## src/rtl/core/aier_pkg.sv

```systemverilog
// Shared constants and types of the ARP and ICMP echo responder.
`timescale 1ns / 1ps
package aier_pkg;

  localparam int MAX_FRAME     = 512;
  localparam int ADDR_W        = $clog2(MAX_FRAME);
  localparam int LEN_W         = $clog2(MAX_FRAME + 1);
  localparam int HDR_LEN       = 42;
  localparam int HDR_W         = $clog2(HDR_LEN);
  localparam int ARP_FRAME_LEN = 42;
  localparam int MIN_ECHO_LEN  = 50;
  localparam int BEAT_BYTES    = 8;
  localparam int LANE_W        = $clog2(BEAT_BYTES);
  localparam int HSUM_W        = 19;
  localparam int CSUM_W        = 24;

  localparam logic KIND_ARP  = 1'b0;
  localparam logic KIND_ECHO = 1'b1;

  localparam logic CFG_OWN_MAC = 1'b0;
  localparam logic CFG_OWN_IP  = 1'b1;

  typedef struct packed {
    logic              kind;
    logic [LEN_W-1:0]  len;
    logic [15:0]       id_new;
    logic [HSUM_W-1:0] hsum;
    logic [CSUM_W-1:0] csum;
  } job_t;

  typedef struct packed {
    logic              en;
    logic [ADDR_W-1:0] addr;
    logic [7:0]        data;
  } mem_wr_t;

endpackage

```

## src/rtl/core/aier_queue.sv

```systemverilog
// Two-entry job queue between the receive front and the transmit back.
`timescale 1ns / 1ps
module aier_queue (
  input  logic            clk,
  input  logic            rst_n,
  input  logic            push,
  input  aier_pkg::job_t  push_job,
  input  logic            pop,
  output logic            not_empty,
  output aier_pkg::job_t  head
);

  aier_pkg::job_t ent_r [2];
  logic           wp_r, rp_r;
  logic [1:0]     cnt_r;
  logic           do_push;

  assign not_empty = cnt_r != 2'd0;
  assign head      = ent_r[rp_r];
  assign do_push   = push && cnt_r != 2'd2;

  always_ff @(posedge clk) begin
    if (do_push) begin
      ent_r[wp_r] <= push_job;
    end
  end

  always_ff @(posedge clk) begin
    if (!rst_n) begin
      wp_r  <= 1'b0;
      rp_r  <= 1'b0;
      cnt_r <= 2'd0;
    end else begin
      if (do_push) begin
        wp_r <= ~wp_r;
      end
      if (pop && not_empty) begin
        rp_r <= ~rp_r;
      end
      cnt_r <= cnt_r + 2'(do_push) - 2'(pop && not_empty);
    end
  end

endmodule

```

## config.mk

```make
export PLATFORM = sky130hd
export DESIGN_NAME = aier_queue
export DESIGN_NICKNAME = d
export VERILOG_FILES = /design/src/rtl/core/aier_pkg.sv /design/src/rtl/core/aier_queue.sv
export SDC_FILE = /design/constraint.sdc
export NUM_CORES = 1
export LEC_CHECK = 0
export BUFFER_PORTS_ARGS = -buffer_cell sky130_fd_sc_hd__buf_2
export CAP_MARGIN = 20
export CORE_ASPECT_RATIO = 0.6
export CORE_MARGIN = 10
export CORE_UTILIZATION = 45
export CTS_CLUSTER_DIAMETER = 80
export DETAILED_ROUTE_END_ITERATION = 12
export GPL_TIMING_DRIVEN = 1
export PLACE_DENSITY = 0.81
export RECOVER_POWER = 25
export SYNTH_ARGS = -nofsm -noshare
export SYNTH_HDL_FRONTEND = slang
export SYNTH_SLANG_ARGS = --single-unit
```

## constraint.sdc

```tcl
create_clock -name clk -period 4.84 [get_ports clk]
set_input_delay 0.968 -clock clk [delete_from_list [all_inputs] [get_ports clk]]
set_output_delay 0.968 -clock clk [all_outputs]
set_load 0.005 [all_outputs]
```

Word level (Yosys, flattened, before mapping)
Memory sizes are Yosys's and may differ from the RTL's. A register that Yosys moved wholly into a read port is not among the register bits.
Index checks and enable logic that the tools add are counted.
Storage, ports and cells
  bits in writable memories: 140
  memories: 1
  bits in registers: 4
  logic and storage cells: 16
Operators by class
  add/sub/neg operators: 2
  equal/unequal tests: 1
  reduce and logical (&&, ||, !) cells: 3
  mux-type cells: 4
  bitwise logic cells: 2
Memory list
  ent_r: depth 2, width 70, read ports 1, clocked after Yosys merged registers in 1, write ports 1, line aier_queue.sv:13  | aier_pkg::job_t ent_r [2];
Operator list (number)
  1-bit two-way mux: 4
  2-bit by 1-bit adder with 2-bit output: 1
  1-bit logical AND: 2
  2-bit != test, second input constant: 1
  1-bit inverter: 2
  2-bit nonzero test: 1
  2-bit by 1-bit subtractor with 2-bit output: 1

Longest topological paths before layout
  depth after elaboration: 4
  depth in mapped cells: 8
  gate-level depth less buffers: 8

Least setup slack after synthesis
OpenSTA, ideal clock, no wires.
  path type: in2reg
  start point: input push
  end point: memory ent_r[0][0] in the netlist's numbering, enable pin
  stages on the path: 2
  slack: 372 ps
  arrival time: 3970 ps
  path buffers: 0
  setup time: 498 ps
  cells stage by stage: o21ai_2 > nor2_1
Between the ends
  cells in the longest elaborated chain, start to end: 3
RTL lines
  start, declared: line aier_queue.sv:6  | input logic push,
  1-bit logical AND: line aier_queue.sv:20  | assign do_push = push && cnt_r != 2'd2;
  1-bit two-way mux: line aier_queue.sv:23  | if (do_push) begin
  1-bit two-way mux (not written as such): line aier_queue.sv:24  | ent_r[wp_r] <= push_job;
  end, declared: line aier_queue.sv:13
No other way between the ends.

==> flow_summary.ini <==
[status]
status = completed

[worst_setup_path]
reg2reg_slack_ns = 2.91
reg2reg_depth = 4
cpPeakStageDelay_ns = 0.71
cp_max_fo = 30
slowest_stage = dfxtp_4
worstReg2RegStart = cnt_r[1]
path_cells = buf_4, mux2_4, buf_2
cp.required_ns = 3.87
critical_path.top_delay_family = flip-flops
r2r-end = ent_r[1][53]
end_kind = output port
cp.depth = 3
path_buf_inv = 2
critPathLaunchType = flip-flop
path_class = flip-flop to output port
arrival_ns = 2.13

[route]
routed_via_density = 4.80
wl_met3_um = 1450
drc = 0
ant_nets = 0
dr.pass1.iters = 6
wl_met2_um = 5110
routed.top_layer = met5
wire_per_inst_um = 19.8
num_vias = 2787
met1_length_um = 4790
wirelength_um = 11500
drt_iter0_drc = 133

[synthesis]
yosysSeqAreaShare = 0.763
syn_nets = 319
yosysUniqueCellTypes = 16
postSynthCellCount = 243
yosysWarnings = 0
synth_area_per_cell_um2 = 23.2
ys_ff_latch = 145
syn-cell-area_mm2 = 0.00564

[timing]
worst_pin_slew_ns = 0.588
rsz0062_at_grt = false
period_needed_ns = 3.10
clock_skew_ns = 0.00891
hold_viol = 0
fmax_ghz = 0.323
setup_slack_ns = 1.74
setup_viol = 0
fin_crit_sh = 0.640
tns_ns = 0
relSlewSlack = 0.607
maxSlewViolCount = 0

[place]
gp_congestion = 0.711
pre_cts_ws_ns = 2.13
dpl.hpwl_um = 8150
numPortBuffers = 144
dp_cells = 550

[flow_run]
maxCapViolations = 0

[clock_network]
numCtsBuffers = 17
numClockSinks = 145
h-tree-depth = 4
cts_tree = done
clockRootBuffer = clkbuf_16
cts.repair.resized = 0
cts_buffer_depth = 2
post_cts_buffers = 0
cts_hold_buf = 0
path_clk_slew_ns = 0.05
clk_latency_ns = 0.41

[global_routing]
grt_usage = 0.130
first_global_vias = 3149
grt_max_degree = 33
overflow = 0
grt_pass1_wl_um = 17300
antenna_found_initial = 1

[die]
die_w_um = 165
coreArea_mm2 = 0.0121
dieArea_mm2 = 0.0176
ios = 145
rows = 31
start_util = 0.465
die_h_um = 107

[final_layout]
syn2layout_area_growth_pct = 25.2
drive_gt1_frac = 0.546
nFillCells = 941
nets = 480
diodes = 0
stdcell_count = 581

[min_path]
holdPathStages = 2
min_from = rp_r
hold_path_end = rp_r
hp-class = flip-flop to flip-flop

[pwr]
power_leakage_nw = 2.74
powerDensity_mw_per_mm2 = 547
peakVddDrop_v = 0.000277
## cells by family (layout without fill, tap and decap cells)
| group | after synthesis | in the layout | share of synthesized area |
|---|---|---|---|
| flip-flops | 145 | 145 | 0.763 |
| multiplexers | 71 | 71 | 0.188 |
| buffers and inverters | 11 | 184 | 0.0288 |
| AND/OR/NAND/NOR | 9 | 9 | 0.00821 |
| XOR/XNOR | 3 | 3 | 0.00466 |
| adder cells (fa/ha/maj) | 2 | 2 | 0.00443 |
| AO/OA/AOI/OAI | 2 | 2 | 0.00288 |
## through the flow
stage	util	area, um2	power [mW]	hold WS (ns)
2_1_floorplan	-	5640	2.29	0.451
3_3_place_gp	0.534	6480	2.52	0.492
3_5_place_dp	0.534	6480	2.56	0.544
4_1_cts	0.585	7100	3.92	0.554
5_1_grt	0.582	7060	4.04	0.593
6_report	0.582	7060	3.86	0.549
## layout by cell type (no fill, tap or decap)
| master | Yosys | routed |
|---|---|---|
| nand2_1 | 2 | 2 |
| buf_4 | 0 | 6 |
| inv_6 | 0 | 2 |
| buf_2 | 0 | 117 |
| mux2i_1 | 1 | 1 |
| nor2b_1 | 2 | 2 |
| clkinv_2 | 0 | 2 |
| ha_1 | 2 | 2 |
| dfxtp_1 | 5 | 4 |
| xnor2_1 | 3 | 3 |
| inv_1 | 3 | 3 |
| clkbuf_16 | 0 | 17 |
| o21ai_2 | 1 | 1 |
| clkbuf_1 | 0 | 28 |
| bufinv_16 | 0 | 4 |
| and2_1 | 2 | 2 |
| edfxtp_1 | 140 | 140 |
| o21a_1 | 1 | 1 |
| dfxtp_4 | 0 | 1 |
| clkinv_1 | 0 | 1 |
| clkinv_4 | 0 | 4 |
| mux2_4 | 70 | 70 |
| or2_2 | 1 | 1 |
| nor2_4 | 0 | 2 |
## state kept, by name, summed over array words and instances, names as in the netlist, named ones only
signal and flops:
wp_r 1, rp_r 1, cnt_r 2, ent_r 140
## tightest hold or removal path, delay by kind of cell, from the launching register on
family / cells / cell delay [ns]
DFF: 1 / 0.32
and+or+nand+nor: 1 / 0.10
xor gates and xnor gates: 1 / 0.09
## worst max path at each step
stage | end | startpoint | slack [ns]
5_1_grt | head[46] | flip-flop | 1.63
3_3_place_gp | head[9] | flip-flop | 2.18
6_report | head[46] | flip-flop | 1.74
2_1_floorplan | ent_r[0][0] | push | 0.37
3_5_place_dp | head[40] | flip-flop | 2.13
4_1_cts | head[46] | flip-flop | 1.68
## cells in the mapped netlist
cell type	count	area, um2
xnor2_1	3	26.3
o21a_1	1	7.51
mux2i_1	1	10.0
inv_1	3	11.3
nor2_1	2	7.51
nor2b_1	2	12.5
buf_6	1	11.3
dfxtp_1	5	100
buf_12	7	140
nand2_1	2	7.51
o21ai_2	1	8.76
edfxtp_1	140	4200
ha_1	2	25.0
or2_2	1	6.26
mux2_4	70	1050
and2_1	2	12.5
## power breakdown
group / switching, mW / internal, mW
Sequential: 0.0907 / 1.58
Clock: 0.490 / 0.862
Combinational: 0.370 / 0.469
Total: 0.950 / 2.91
## routing by layer
layer	vias to the layer above	track usage
li1	1272	-
met1	1378	0.153
met2	123	0.191
met3	12	0.0787
met4	2	0.0529
met5	-	0
## final cells by class
| type | instances | area [um2] | share of cell area |
|---|---|---|---|
| Clock buffer | 18 | 429 | 0.0608 |
| Multi-Input combinational cell | 87 | 1190 | 0.168 |
| Clock inverter | 13 | 186 | 0.0264 |
| Inverter | 3 | 11.3 | 0.00159 |
| Timing Repair Buffer | 150 | 732 | 0.104 |
| Tap cell | 165 | 206 | 0.0292 |
| Sequential cell | 145 | 4310 | 0.610 |
No activity file was read; power rests on OpenSTA's default activity.
