[src/rtl/core/aier_pkg.sv]
// Shared constants and types of the ARP and ICMP echo responder.
`timescale 1ns / 1ps
package aier_pkg;

  localparam int MAX_FRAME     = 512;
  localparam int ADDR_W        = $clog2(MAX_FRAME);
  localparam int LEN_W         = $clog2(MAX_FRAME + 1);
  localparam int HDR_LEN       = 42;
  localparam int HDR_W         = $clog2(HDR_LEN);
  localparam int ARP_FRAME_LEN = 42;
  localparam int MIN_ECHO_LEN  = 50;
  localparam int BEAT_BYTES    = 8;
  localparam int LANE_W        = $clog2(BEAT_BYTES);
  localparam int HSUM_W        = 19;
  localparam int CSUM_W        = 24;

  localparam logic KIND_ARP  = 1'b0;
  localparam logic KIND_ECHO = 1'b1;

  localparam logic CFG_OWN_MAC = 1'b0;
  localparam logic CFG_OWN_IP  = 1'b1;

  typedef struct packed {
    logic              kind;
    logic [LEN_W-1:0]  len;
    logic [15:0]       id_new;
    logic [HSUM_W-1:0] hsum;
    logic [CSUM_W-1:0] csum;
  } job_t;

  typedef struct packed {
    logic              en;
    logic [ADDR_W-1:0] addr;
    logic [7:0]        data;
  } mem_wr_t;

endpackage

[src/rtl/core/aier_rx.sv]
// Receive front: stores frame bytes, keeps header copy and sums, classifies at frame end.
`timescale 1ns / 1ps
module aier_rx (
  input  logic                 clk,
  input  logic                 rst_n,
  input  logic                 acc,
  input  logic [7:0]           rx_byte,
  input  logic                 frame_end,
  input  logic [47:0]          own_mac,
  input  logic [31:0]          own_ip,
  output aier_pkg::mem_wr_t    wr,
  output logic                 push,
  output aier_pkg::job_t       job
);

  logic [aier_pkg::LEN_W-1:0]  cnt_r;
  logic                        ovf_r;
  logic [aier_pkg::HSUM_W-1:0] hsum_r, hsum_nxt;
  logic [aier_pkg::CSUM_W-1:0] csum_r, csum_nxt;
  logic [7:0]                  hdr_r [aier_pkg::HDR_LEN];
  logic [7:0]                  v [aier_pkg::HDR_LEN];
  logic                        store, in_hdr, in_icmp;
  logic [15:0]                 add;
  logic [47:0]                 dst, src;
  logic [31:0]                 arp_tip, ip_dst;
  logic [aier_pkg::LEN_W-1:0]  len;
  logic                        mac_ok, is_arp, is_echo;

  assign store = cnt_r < aier_pkg::LEN_W'(aier_pkg::MAX_FRAME);
  assign len   = cnt_r + 1'b1;

  always_comb begin
    for (int i = 0; i < aier_pkg::HDR_LEN; i++) begin
      v[i] = (cnt_r == aier_pkg::LEN_W'(i)) ? rx_byte : hdr_r[i];
    end
  end

  assign in_hdr = (cnt_r >= 14) && (cnt_r <= 33) && (cnt_r != 18) && (cnt_r != 19) &&
                  (cnt_r != 24) && (cnt_r != 25);
  assign in_icmp = store && (cnt_r >= 34) && (cnt_r != 34) && (cnt_r != 36) &&
                   (cnt_r != 37);
  assign add = cnt_r[0] ? {8'h00, rx_byte} : {rx_byte, 8'h00};
  assign hsum_nxt = in_hdr ? hsum_r + aier_pkg::HSUM_W'(add) : hsum_r;
  assign csum_nxt = in_icmp ? csum_r + aier_pkg::CSUM_W'(add) : csum_r;

  assign dst     = {v[0], v[1], v[2], v[3], v[4], v[5]};
  assign src     = {v[6], v[7], v[8], v[9], v[10], v[11]};
  assign arp_tip = {v[38], v[39], v[40], v[41]};
  assign ip_dst  = {v[30], v[31], v[32], v[33]};
  assign mac_ok  = (dst == 48'hffff_ffff_ffff) || (dst == 48'h0 && src == 48'h0) ||
                   (dst == own_mac);
  assign is_arp  = (len >= aier_pkg::LEN_W'(aier_pkg::ARP_FRAME_LEN)) && v[12] == 8'h08 &&
                   v[13] == 8'h06 && v[20] == 8'h00 && v[21] == 8'h01 && arp_tip == own_ip;
  assign is_echo = (len >= aier_pkg::LEN_W'(aier_pkg::MIN_ECHO_LEN)) &&
                   (len >= aier_pkg::LEN_W'(aier_pkg::HDR_LEN)) && v[12] == 8'h08 &&
                   v[13] == 8'h00 && v[23] == 8'h01 && v[34] == 8'h08 && ip_dst == own_ip;

  assign push = acc && frame_end && store && !ovf_r && mac_ok && (is_arp || is_echo);

  always_comb begin
    job.kind   = is_arp ? aier_pkg::KIND_ARP : aier_pkg::KIND_ECHO;
    job.len    = is_arp ? aier_pkg::LEN_W'(aier_pkg::ARP_FRAME_LEN) : len;
    job.id_new = {v[18], v[19]} + 16'd1;
    job.hsum   = hsum_nxt;
    job.csum   = csum_nxt;
  end

  assign wr.en   = acc && store;
  assign wr.addr = cnt_r[aier_pkg::ADDR_W-1:0];
  assign wr.data = rx_byte;

  always_ff @(posedge clk) begin
    if (acc && cnt_r < aier_pkg::LEN_W'(aier_pkg::HDR_LEN)) begin
      hdr_r[cnt_r[aier_pkg::HDR_W-1:0]] <= rx_byte;
    end
  end

  always_ff @(posedge clk) begin
    if (!rst_n) begin
      cnt_r  <= '0;
      ovf_r  <= 1'b0;
      hsum_r <= '0;
      csum_r <= '0;
    end else if (acc) begin
      if (frame_end) begin
        cnt_r  <= '0;
        ovf_r  <= 1'b0;
        hsum_r <= '0;
        csum_r <= '0;
      end else begin
        cnt_r  <= store ? cnt_r + 1'b1 : cnt_r;
        ovf_r  <= ovf_r | ~store;
        hsum_r <= hsum_nxt;
        csum_r <= csum_nxt;
      end
    end
  end

endmodule

[config.mk]
export PLATFORM = sky130hd
export DESIGN_NAME = aier_rx
export DESIGN_NICKNAME = d
export VERILOG_FILES = /design/src/rtl/core/aier_pkg.sv /design/src/rtl/core/aier_rx.sv
export SDC_FILE = /design/constraint.sdc
export NUM_CORES = 1
export LEC_CHECK = 0
export BUFFER_PORTS_ARGS = -buffer_cell sky130_fd_sc_hd__buf_2
export CORE_MARGIN = 2
export CORE_UTILIZATION = 50
export DETAILED_ROUTE_END_ITERATION = 6
export GPL_TIMING_DRIVEN = 0
export PLACE_DENSITY = 0.75
export SLEW_MARGIN = 25
export SYNTH_ARGS = -nofsm -noshare
export SYNTH_HDL_FRONTEND = slang
export SYNTH_SLANG_ARGS = --single-unit
[constraint.sdc]
create_clock -name clk -period 5.7 [get_ports clk]
set_clock_uncertainty 0.15 [all_clocks]
set_input_delay 0.57 -clock clk [delete_from_list [all_inputs] [get_ports clk]]
set_output_delay 0.57 -clock clk [all_outputs]
set_load 0.01 [all_outputs]
* After elaboration in Yosys (flattened, before gate mapping)
Memory sizes are Yosys's and may differ from the RTL's.
Cells that the tools add are included.
** Operators by class
- $add $sub $neg :: 4
- $lt $le $gt $ge :: 7
- Eq/ne operators :: 43
- Muxes and demuxes :: 40
- Bitwise logic cells :: 2
- Reduce and logical (&&, ||, !) cells :: 39
** Operators with widths (count)
- $mux W8 :: 28
- $logic_not A48 Y1 :: 2
- $eq A10 B5 Y1 const B :: 7
- $eq A10 B6 Y1 const B :: 7
- $eq A32 B32 Y1 :: 2
- $eq A10 B4 Y1 const B :: 6
- $eq A48 B48 Y1 :: 1
- $eq A48 B48 Y1 const B :: 1
- $mux W24 :: 2
- $eq A10 B3 Y1 const B :: 4
- $ne A10 B5 Y1 const B :: 4
- $mux W19 :: 2
- $ge A10 B6 Y1 const B :: 3
- $mux W10 :: 3
- $ne A10 B6 Y1 const B :: 3
- $logic_and A1 B1 Y1 :: 28
- $add A24 B16 Y24 :: 1
- $eq A10 B2 Y1 const B :: 2
- $add A19 B16 Y19 :: 1
- $add A16 B1 Y16 const B :: 1
- $eq A8 B1 Y1 const B :: 2
- $eq A8 B4 Y1 const B :: 2
- $logic_not A8 Y1 :: 2
- $mux W16 :: 1
- 15 further kinds :: 20
** Word-level totals
- Bits in registers :: 54
- Memory bits (writable) :: 336
- Input bits :: 92
- Output and inout bits :: 89
- Logic and storage cells :: 140
- Memories :: 1
** Memories
- hdr_r :: depth 42, width 8, read ports 28, clocked after memory_dff 0, write ports 1, RTL line aier_rx.sv:20 : logic [7:0] hdr_r [aier_pkg::HDR_LEN];

* Logic depth before layout (Yosys ltp)
Gate-level depths: netlist of the first run.
- Depth after elaboration :: 10
- Depth in mapped cells :: 15
- Depth with buffers taken out :: 11

* Worst setup path before layout of the first run
OpenSTA, ideal clock, no wires.
- Path kind :: register to output
- Start :: register cnt_r[0] (netlist name)
- End :: output port push
- Arrival time :: 3.925 ns
- Path slack :: 1.055 ns
- Stages on the path, launching flop included :: 15
- Cells stage by stage :: dfxtp_1 clkbuf_1 inv_1 clkbuf_1 ha_1 clkbuf_1 nand3b_1 nor3_2 buf_4 mux2i_1 o22ai_1 or4b_1 or4_1 or4b_1 a32oi_1
** Between the ends
- Word-level cells in the longest chain between the ends :: 10
- Elaborated cells on any way between the ends :: 88
- Classes of those cells :: add/sub (1); order compare (3); eq/ne (34); mux (26); reduce/logical (24)
** RTL lines
- from (decl) :: RTL line aier_rx.sv:16 : logic [aier_pkg::LEN_W-1:0] cnt_r;
- from (signal assigned) :: RTL line aier_rx.sv:91 : cnt_r <= store ? cnt_r + 1'b1 : cnt_r;
- $add A10 B1 Y10 / $eq A10 B4 Y1 (equally long branches) :: RTL line aier_rx.sv:30, aier_rx.sv:34
- $ge A10 B6 Y1 (tied with other cells) :: RTL line aier_rx.sv:54 : assign is_echo = (len >= aier_pkg::LEN_W'(aier_pkg::MIN_ECHO_LEN)) &&
- $logic_and A1 B1 Y1 / $eq A8 B4 Y1 (equally long branches) :: RTL line aier_rx.sv:54, aier_rx.sv:52, aier_rx.sv:55
- $logic_and A1 B1 Y1 (on tied branches) (2 in a row) :: RTL line aier_rx.sv:55, aier_rx.sv:52
- $logic_and A1 B1 Y1 (on tied branches) (3 in a row) :: RTL line aier_rx.sv:56, aier_rx.sv:53
- $logic_or A1 B1 Y1 :: RTL line aier_rx.sv:58 : assign push = acc && frame_end && store && !ovf_r && mac_ok && (is_arp || is_echo);
- $logic_and A1 B1 Y1 * :: RTL line aier_rx.sv:58
- to (decl) :: RTL line aier_rx.sv:12 : output logic push,
Every way passes the cells marked *; elsewhere a longest branch is shown, timed or not.

* Final worst setup path of the first run
Ends and elaborated chain as after synthesis.

==> results of run 1 <==
-- synth_stat cells (13+ instances only) --
cell type  number
nand2_1       130
xnor2_1        56
nand4_1        44
buf_4          19
edfxtp_1      224
inv_1          51
xor2_1         60
a21o_1         15
ha_1           38
mux2i_1        68
o31ai_1        18
nor2_1        133
o21a_1         14
nand3_1        56
clkbuf_1       85
nor4_1         45
and3_1         19
a21oi_1        77
mux2_2         13
nor3_1         55
o21ai_0        69
nor2b_1        50
dfxtp_1        54
a22oi_1        26
o22ai_1        24
-- worst paths after layout --
| kind | end | slack, ns | cells after the start |
|---|---|---|---|
| min | cnt_r[9]$_SDFFE_PN0P_ | 0.30 | 4 |
| max | push | -0.07 | 13 |
| max reg2reg | hsum_r[18]$_SDFFE_PN0P_ | 1.37 | 10 |
| min reg2reg | hsum_r[17]$_SDFFE_PN0P_ | 0.33 | 2 |
-- metrics by stage --
step	area, um2	total power [mW]	std cells	util, %	TNS [ns]
6_report	19670	4.800	2404	58.81	-0.07091
4_1_cts	19600	4.798	2400	58.61	0
3_5_place_dp	18450	2.643	2344	55.16	-48.60
2_1_floorplan	16900	2.438	1711	-	0
3_3_place_gp	18360	2.641	2339	54.89	-45.64
5_1_grt	19670	4.919	2404	58.81	-0.1833
-- routing by layer --
| layer | GRT usage (%) | vias up | part of all wire (%) |
|---|---|---|---|
| met5 | 0 | - | 0.050 |
| met4 | 13.87 | 4 | 4.4 |
| met3 | 7.617 | 215 | 11 |
| met2 | 53.05 | 1029 | 44 |
| met1 | 47.48 | 7621 | 40 |
| li1 | - | 6924 | - |
-- critical path, stage by stage, from the launching register on --
cell        delay [ns]
dfxtp_1           0.38
clkbuf_2          0.27
clkinvlp_4        0.17
ha_2              0.30
nand3b_1          0.19
nor3_2            0.24
buf_4             0.25
mux2i_2           0.39
o22ai_1           0.14
or4b_1            0.50
or4_1             0.60
or4b_1            0.62
a32oi_1           0.28
buf_2             0.19
-- where the power goes --
group	leakage (nW)	internal [mW]	switching, mW	total, mW
Clock	0.523	1.29	0.885	2.18
Sequential	2.45	2.20	0.00523	2.20
Combinational	4.45	0.124	0.296	0.420
Total	7.42	3.61	1.19	4.80
-- sequential cells by signal, indices dropped and copies added (netlist names) --
signal,count
hdr_r,224
csum_r,24
hsum_r,19
cnt_r,10
ovf_r,1
-- timing repair --
item	CTS	global route
resized for setup	17	13
pin swaps	0	1
setup buffers	2	4
endpoints found under the setup margin	68	27
-- kinds of logic after synthesis --
| group | after synthesis | synth area share, % |
|---|---|---|
| DFF | 278 | 46.20 |
| muxes | 81 | 4.894 |
| buffers and inverters | 171 | 4.272 |
| AOI/OAI and AO/OA | 393 | 16.01 |
| xor gates and xnor gates | 116 | 6.012 |
| and+or+nand+nor | 632 | 19.57 |
| adders and majority gates | 40 | 3.050 |
-- layout make-up --
type / instances / area [um2] / share of cell area, %
repair buffers: 191 / 996.0 / 5.063
multi-input cells: 1262 / 8474 / 43.08
inverters: 52 / 206.4 / 1.050
clock buffers: 41 / 877.1 / 4.459
flip-flops and latches: 278 / 7807 / 39.69
well taps: 448 / 560.5 / 2.850
clock inverters: 19 / 230.2 / 1.170
plain buffers: 113 / 518.0 / 2.633
==> reports/metrics.cfg, run 1 <==
[clock_tree]
cts_sinks = 278
cts-root-buf = clkbuf_16
clock_latency_ns = 0.53
cts_tree = built
htree_num_levels = 2
numCtsBuffers = 34
clk_pin_slew_worst_paths_ns = 0.06
cts_hold_buf = 0
cts_max_path_buffers = 3

[timing]
hold_slack_ns = 0.3038
setup_viol = 1
slew_headroom_pct = 24.35
post-route-min-period_ns = 5.771
fmax_mhz = 173.3
worst_slack_ns = -0.07091
rsz0062_at_grt = yes
post-route-period-util_pct = 101.2
slew_viol_final = 0
tightest_slew_ns = 1.134
hold_violations = 0

[routing]
ant_nets = 0
drc = 0
vias = 15793
routed_via_density = 6.569
routedWlPerCell_um = 25.88
routed_wl_um = 62210
dr.first_iter.drc_count = 1858
firstDrtPassIters = 6

[place]
port-buffer-count = 180
place_hpwl_um = 45370
place_congestion = 1.011
pre_cts_ws_ns = -1.304

[die]
rows = 67
coreArea_um2 = 33450
initial_core_util_pct = 50.53
ioPinCount = 181
die_h_um = 187.8
design.die.area_um2 = 35290
die_w_um = 187.8

[global_routing]
grt_max_degree = 42
grt_pass1_wl_um = 91640
grt_pass1_vias = 14962
antenna_found_initial = 2
gr-usage-all-layers_pct = 34.50
grt_remaining_overflow = 0

[synth]
synthArstFlopShare_pct = 0
synth.net_count = 1843
ys_seq_area_share_pct = 46.20
synth.cell_area_um2 = 16900
synth_edf_count = 224
yosys_warnings = 0
synth.area.top_cells = edfxtp_1, dfxtp_1, mux2i_1
synth_cells = 1711
yosysTopAreaCellShare_pct = 39.80
synth_area_per_cell_um2 = 9.877
synth_top_cell_by_area = edfxtp_1
synth_seq_cells = 278
synth_top_flop_cell = edfxtp_1
synth_cell_types = 78

[layout]
drive_gt1_share_pct = 16.67
fillerInstances = 2922
syn2layout_area_growth_pct = 16.39
final_cell_mix = edfxtp_1, buf_2, nor2_1
diodes = 0
final_common_cell = edfxtp_1
nets = 2064

[status]
violations = setup timing
status = complete, but fails checks

[pwr]
peakVddDrop_uv = 271.6
leakage_nw = 7.424
power.density_nw_per_um2 = 244.0

[worst_hold_path]
hp-class = in -> reg
hp-start = acc

[worst_setup_path]
cp.required_ns = 4.98
arrival_ns = 5.05
setup.worst_path.class = reg -> out
r2r-start = cnt_r[5]$_SDFFE_PN0P_
cp-startpoint = cnt_r[0]$_SDFFE_PN0P_
critPathLaunchType = flop
cp-end-kind = output port
worstPathMaxFanout = 10

[job]
maxCapViolCount = 0

Power figures use the tool's default switching activity.
==> run 2: changes to the inputs <==
ABC_AREA = 1   (was unset)
PLACE_DENSITY = 0.77   (was 0.75)
==> run 2 against run 1 <==
The run ends with DRC left. Via count is 13% higher. Cell area is 5.6% higher. Clock-buffer cell count is 4 lower. Final cell count is 33% higher. Critical path depth is 1 higher. Power is 2.4% lower. Largest cell class unchanged.
==> reports/metrics.cfg, run 2 <==
[die]
die_w_um = 194.8  ; +3.7%
die_h_um = 194.8  ; +3.7%
initial_core_util_pct = 50.95  ; +0.42 points
rows = 69  ; +3.0%
coreArea_um2 = 35740  ; +6.9%
ioPinCount = 181  ; unchanged
design.die.area_um2 = 37960  ; +7.6%

[worst_setup_path]
critPathSlowestCell = clkbuf_1
r2r-start = cnt_r[0]$_SDFFE_PN0P_
cp.required_ns = 4.98  ; about the same
arrival_ns = 4.76  ; -0.29 ns
crit_chain = buf_2 -> clkbuf_1 -> inv_1 -> clkbuf_1 -> nor2_1 -> ha_1 -> nand3_1 -> nor3_1 -> nand4_1 -> nand3_1 -> xor2_1 -> nand2_1 -> o21a_1 -> buf_2
setup.worst_path.class = in -> out
r2r_cells = 15  ; +5
cp-startpoint = rx_byte[7]
r2r_end = csum_r[14]$_SDFFE_PN0P_
r2r_slack_ns = 2.17  ; +0.80 ns
cp-end-kind = output port
worstPathMaxFanout = 30  ; +20
endpoint = job[41]
cpPeakStageDelay_ns = 0.83  ; +0.21 ns
critPathLaunchType = input port

[layout]
syn2layout_area_growth_pct = 14.09
drive_gt1_share_pct = 13.30  ; -3.4 points
largest_reg_flops = 224  ; unchanged
nets = 2845  ; +38%
final_common_cell = nand2_1
final_cell_mix = nand2_1, inv_1, nor2_1
final_cells = 3198  ; +33%
diodes = 0  ; unchanged

[status]
violations = DRC
status = complete, but fails checks

[synth]
synthArstFlopShare_pct = 0  ; unchanged
yosys_warnings = 0  ; unchanged
yosysTopAreaCellShare_pct = 36.94  ; -2.9 points
synth.cell_area_um2 = 18210  ; +7.7%
synth_area_per_cell_um2 = 7.281  ; -26%
synth_top_cell_by_area = edfxtp_1
synth_common_cells = nand2_1, inv_1, nor2_1
synth_cell_types = 54  ; -31%
ys_seq_area_share_pct = 42.88  ; -3.3 points
yosys.cell_count.top_type = nand2_1
synth_top_flop_cell = edfxtp_1
synth_seq_cells = 278  ; unchanged
synth.area.top_cells = edfxtp_1, nand2_1, dfxtp_1
synth_cells = 2501  ; +46%
synth.net_count = 2633  ; +43%
synth_edf_count = 224  ; unchanged

[routing]
routedWlPerCell_um = 18.99  ; -27%
vias = 17793  ; +13%
highest_layer = met4
firstDrtPassIters = 7  ; +1
ant_nets = 0  ; unchanged
routed_via_density = 5.564  ; -15%
routed_wl_um = 60740  ; -2.4%
dr.first_iter.drc_count = 1877  ; +1.0%
wl_met1_um = 24650  ; -1.2%
dr_wl_met3_um = 5952  ; -17%
drc = 1  ; +1
wl_met2_um = 27450  ; +0.34%

[timing]
slew_viol_final = 0  ; unchanged
post-route-period-util_pct = 96.14  ; -5.1 points
setup_tns_ns = 0  ; +0.07091 ns
post-route-min-period_ns = 5.480  ; -0.2907 ns
fmax_mhz = 182.5  ; +5.3%
rsz0062_at_grt = no
setup_viol = 0  ; -1
tightest_slew_ns = 1.160  ; +0.02624 ns
hold_violations = 0  ; unchanged
slew_headroom_pct = 22.67  ; -1.7 points

[clock_tree]
cts_max_path_buffers = 3  ; unchanged
clk_pin_slew_worst_paths_ns = 0.06  ; about the same
htree_num_levels = 1  ; -1
cts_sinks = 278  ; unchanged
clock_latency_ns = 0.58  ; +0.05 ns
cts-root-buf = clkbuf_16
cts_tree = built
cts_setup_buffers = 0  ; -2
numCtsBuffers = 30  ; -12%

[global_routing]
gr-usage-all-layers_pct = 31.70  ; -2.8 points
grt_pass1_vias = 16507  ; +10%
grt_remaining_overflow = 0  ; unchanged
antenna_found_initial = 1  ; -1
grt_max_degree = 34  ; -19%
grt_pass1_wl_um = 92440  ; +0.87%

[pwr]
leakage_nw = 9.604  ; +29%
peakVddDrop_uv = 270.8  ; -0.30%
power.density_nw_per_um2 = 225.4  ; -7.6%

[place]
place_congestion = 0.9998  ; -1.1%
port-buffer-count = 180  ; unchanged
placed_cells = 3144  ; +34%
place_hpwl_um = 45750  ; +0.84%

[worst_hold_path]
hp-start = rst_n
hp-class = in -> reg

[job]
maxCapViolCount = 0  ; unchanged

## run 2: cell types whose count changed in the layout (fill, tap and decap cells not counted), sizes merged, moves of 26 or more
cell and delta:
nand2 +767, inv +237, nor2 +168, nand3 +147, mux2i -68, nor2b -50, clkbuf -49, nor4 -43
xnor2 -43, nor3 -34, o21ai +30, a21oi +28, xor2 -27, a22oi -26
## run 2: layout make-up
class | count | area, um2
inverters | 290 | 1089
well taps | 461 | 576.8
multi-input cells | 1849 | 8867
clock inverters | 19 | 244.0
repair buffers | 182 | 913.4
fillers | 3376 | 14970
clock buffers | 37 | 808.3
flip-flops and latches | 278 | 7807
plain buffers | 82 | 469.2
## run 2: logic make-up (layout without fill, tap and decap cells)
logic type,count (synthesis),after routing,synth area share (%)
AND/OR/NAND/NOR,1507,1507,35.42
AO/OA/AOI/OAI,256,256,8.019
buffers and inverters,374,610,8.596
adder cells (fa/ha/maj),40,40,2.831
XOR/XNOR,46,46,2.254
flip-flops,278,278,42.88
## run 2: how the worst min path moves through the flow
stage / endpoint / slack [ns] / depth (start not counted)
5_1_grt: cnt_r[0]$_SDFFE_PN0P_ / 0.13 / 3
3_3_place_gp: csum_r[23]$_SDFFE_PN0P_ / 0.32 / 2
4_1_cts: cnt_r[0]$_SDFFE_PN0P_ / 0.11 / 3
2_1_floorplan: hsum_r[12]$_SDFFE_PN0P_ / 0.31 / 2
3_5_place_dp: csum_r[22]$_SDFFE_PN0P_ / 0.32 / 2
6_report: cnt_r[0]$_SDFFE_PN0P_ / 0.13 / 3
## run 2: timing repair
action,in CTS,in global routing
setup endpoints to repair,0,10
gates resized for setup,0,0
hold buffers,0,0
## run 2: worst max-delay path, delay by kind of cell
family	cells	cell delay [ns]
compound gates	1	0.12
simple gates	6	1.20
xor+xnor	1	0.15
buf+inv	5	2.42
fa+ha+maj	1	0.25
## run 2: per-layer routing
metal,vias up,track usage [%]
li1,8547,-
met1,8156,41.88
met2,922,51.52
met3,168,5.553
met4,0,13.49
met5,-,0
## run 2: power by group
| group | total, mW | leakage [nW] | internal [mW] | switching [mW] |
|---|---|---|---|---|
| sequential | 2.20 | 2.45 | 2.20 | 0.00274 |
| combinational | 0.396 | 6.65 | 0.104 | 0.292 |
| clock | 2.09 | 0.496 | 1.24 | 0.850 |
| total | 4.68 | 9.60 | 3.54 | 1.14 |
## run 2: through the flow
stage | cell area, um2 | worst slack (ns) | hold WS, ns | utilization [%] | power (mW)
2_1_floorplan | 18210 | 2.368 | 0.3080 | - | 2.446
3_3_place_gp | 19690 | 0.02570 | 0.3170 | 55.08 | 2.628
3_5_place_dp | 19720 | 0.1129 | 0.3221 | 55.17 | 2.632
4_1_cts | 20770 | 0.07162 | 0.1122 | 58.12 | 4.694
5_1_grt | 20770 | 0.1252 | 0.1303 | 58.13 | 4.810
6_report | 20770 | 0.2197 | 0.1256 | 58.13 | 4.683
==> run 3: changes to the inputs <==
PLACE_DENSITY = 0.8   (was 0.77)
clock period = 4.6 ns   (was 5.7 ns; I/O delays follow)
==> run 3 against run 2 <==
Wire length up 2.2%. Global-route usage grew 0.52 points. Clock-buffer cell count is 4 higher. Combinational power up 27%. Sequential share of layout area down 0.066 points. Sequential power rose by 24%. Via count hardly changed. Power up 22%. The run now ends clean. Register-to-register slack lost 0.95 ns. Critical path depth is 6 higher.
==> reports/metrics.cfg, run 3 (same netlist as run 2, synthesis figures left out) <==
[layout]
syn2layout_area_growth_pct = 14.29
largest_reg_flops = 224  ; unchanged
final_common_cell = nand2_1
diodes = 0  ; unchanged
drive_gt1_share_pct = 13.87  ; +0.57 points
final_cells = 3194  ; -0.13%
nets = 2844  ; -0.035%
final_cell_mix = nand2_1, inv_1, nor2_1
fillerInstances = 3347  ; -0.86%

[pwr]
leakage_nw = 9.642  ; +0.40%
peakVddDrop_uv = 326.2  ; +20%
power.density_nw_per_um2 = 275.6  ; +22%
finalPower_mw = 5.736  ; +22%

[timing]
fmax_mhz = 223.2
slew_headroom_pct = 32.52  ; +9.8 points
rsz0062_at_grt = no
post-route-min-period_ns = 4.480
slew_viol_final = 0  ; unchanged
tightest_slew_ns = 1.009  ; -0.1514 ns
setup_viol = 0  ; unchanged
post-route-period-util_pct = 97.39
hold_violations = 0  ; unchanged

[routing]
dr.first_iter.drc_count = 1851  ; -1.4%
routed_via_density = 5.574  ; +0.18%
ant_nets = 0  ; unchanged
vias = 17803  ; +0.056%
routed_wl_um = 62070  ; +2.2%
firstDrtPassIters = 6  ; -1
routedWlPerCell_um = 19.43  ; +2.3%
drc = 0  ; -1

[worst_setup_path]
cp.required_ns = 3.99  ; -0.99 ns
r2r_end = csum_r[18]$_SDFFE_PN0P_
cp-end-kind = output port
critPathLaunchType = flop
r2r-start = cnt_r[0]$_SDFFE_PN0P_
setup.worst_path.class = reg -> out
worstPathMaxFanout = 11  ; -63%
r2r_cells = 17  ; +2
r2r_slack_ns = 1.22  ; -0.95 ns
arrival_ns = 3.87  ; -0.89 ns

[die]
initial_core_util_pct = 50.95  ; unchanged
rows = 69  ; unchanged
die_h_um = 194.8  ; unchanged
design.die.area_um2 = 37960  ; unchanged
die_w_um = 194.8  ; unchanged
ioPinCount = 181  ; unchanged
coreArea_um2 = 35740  ; unchanged

[global_routing]
grt_pass1_wl_um = 94030  ; +1.7%
grt_pass1_vias = 16430  ; -0.47%
grt_remaining_overflow = 0  ; unchanged
gr-usage-all-layers_pct = 32.22  ; +0.52 points
antenna_found_initial = 0  ; -1
grt_max_degree = 40  ; +18%

[job]
maxCapViolCount = 0  ; unchanged

[clock_tree]
cts_tree = built
numCtsBuffers = 31  ; +3.3%
cts_max_path_buffers = 3  ; unchanged
cts_sinks = 278  ; unchanged
cts-root-buf = clkbuf_16
clock_latency_ns = 0.60  ; +0.02 ns
clk_pin_slew_worst_paths_ns = 0.06  ; about the same
htree_num_levels = 1  ; unchanged

[place]
port-buffer-count = 180  ; unchanged
placed_cells = 3143  ; -0.032%
place_hpwl_um = 46410  ; +1.4%
place_congestion = 1.002  ; +0.22%

[status]
status = finished, final reports clean

[worst_hold_path]
holdPathStages = 3  ; unchanged
hp-start = frame_end
hold_path_end = cnt_r[9]$_SDFFE_PN0P_
hp-class = in -> reg

## run 3: cell types whose count changed in the layout (fill, tap and decap cells not counted), sizes merged, moves of 2 or more
cell,previous run,this run
buf,228,225
bufinv,5,3
clkbuf,73,77
clkinv,11,8
clkinvlp,5,1
inv,288,291
## run 3: area by class of cell
type,count,area (um2),share of cell area (%)
repair buffers,182,938.4,4.509
clock buffers,41,833.3,4.004
clock inverters,13,170.2,0.8177
plain buffers,80,479.2,2.303
multi-input cells,1849,8915,42.84
well taps,461,576.8,2.772
inverters,290,1091,5.243
flip-flops and latches,278,7807,37.52
## run 3: metal layers
| layer | track usage [%] | wire length, um |
|---|---|---|
| met1 | 45.69 | 25990 |
| met2 | 50.78 | 27530 |
| met3 | 4.217 | 6267 |
| met4 | 11.54 | 2280 |
| met5 | 0 | 0 |
## run 3: report_power, final
part	switching [mW]	internal (mW)	total, mW
clock network	1.06	1.44	2.51
logic	0.369	0.134	0.502
registers	0.00326	2.72	2.73
## run 3: repair_timing
action | 4_1_cts | 5_1_grt
hold endpoints to repair | 1 | 0
hold buffers | 1 | 0
buffers inserted | 0 | 0
resized for setup | 14 | 39
endpoints found under the setup margin | 39 | 32
## run 3: how the worst max path moves through the flow
stage / to / slack [ns] / start / cells after the start
2_1_floorplan: job[55] / 1.47 / cnt_r[4]$_SDFFE_PN0P_ / 15
3_3_place_gp: job[41] / -1.02 / rx_byte[5] / 16
3_5_place_dp: job[41] / -0.92 / rx_byte[5] / 16
4_1_cts: push / 0.004 / cnt_r[1]$_SDFFE_PN0P_ / 19
5_1_grt: push / 0.02 / cnt_r[1]$_SDFFE_PN0P_ / 19
6_report: push / 0.12 / cnt_r[0]$_SDFFE_PN0P_ / 20
## run 3: critical path, stage by stage (launching register included)
cell	delay (ns)
dfxtp_1	0.34
buf_2	0.19
inv_4	0.14
ha_1	0.16
buf_2	0.22
inv_1	0.11
nor2_4	0.27
nand2_2	0.13
buf_6	0.16
nand2_1	0.08
nand2_1	0.05
nand2_1	0.11
nand4_1	0.10
nor2_1	0.16
nand2_1	0.07
nor2_1	0.19
nand3_4	0.20
nand2_1	0.17
inv_1	0.05
nor2_1	0.17
buf_2	0.17
## run 3: per-stage QoR
step | worst slack (ns) | TNS [ns] | utilization [%] | instance area [um2] | hold WS (ns)
3_5_place_dp | -0.9179 | -19.25 | 55.16 | 19720 | 0.3259
4_1_cts | 0.004478 | 0 | 58.06 | 20750 | 0.02130
5_1_grt | 0.01963 | 0 | 58.23 | 20810 | 0.02405
2_1_floorplan | 1.474 | 0 | - | 18210 | 0.3080
3_3_place_gp | -1.018 | -21.19 | 55.08 | 19690 | 0.3170
6_report | 0.1202 | 0 | 58.23 | 20810 | 0.04895
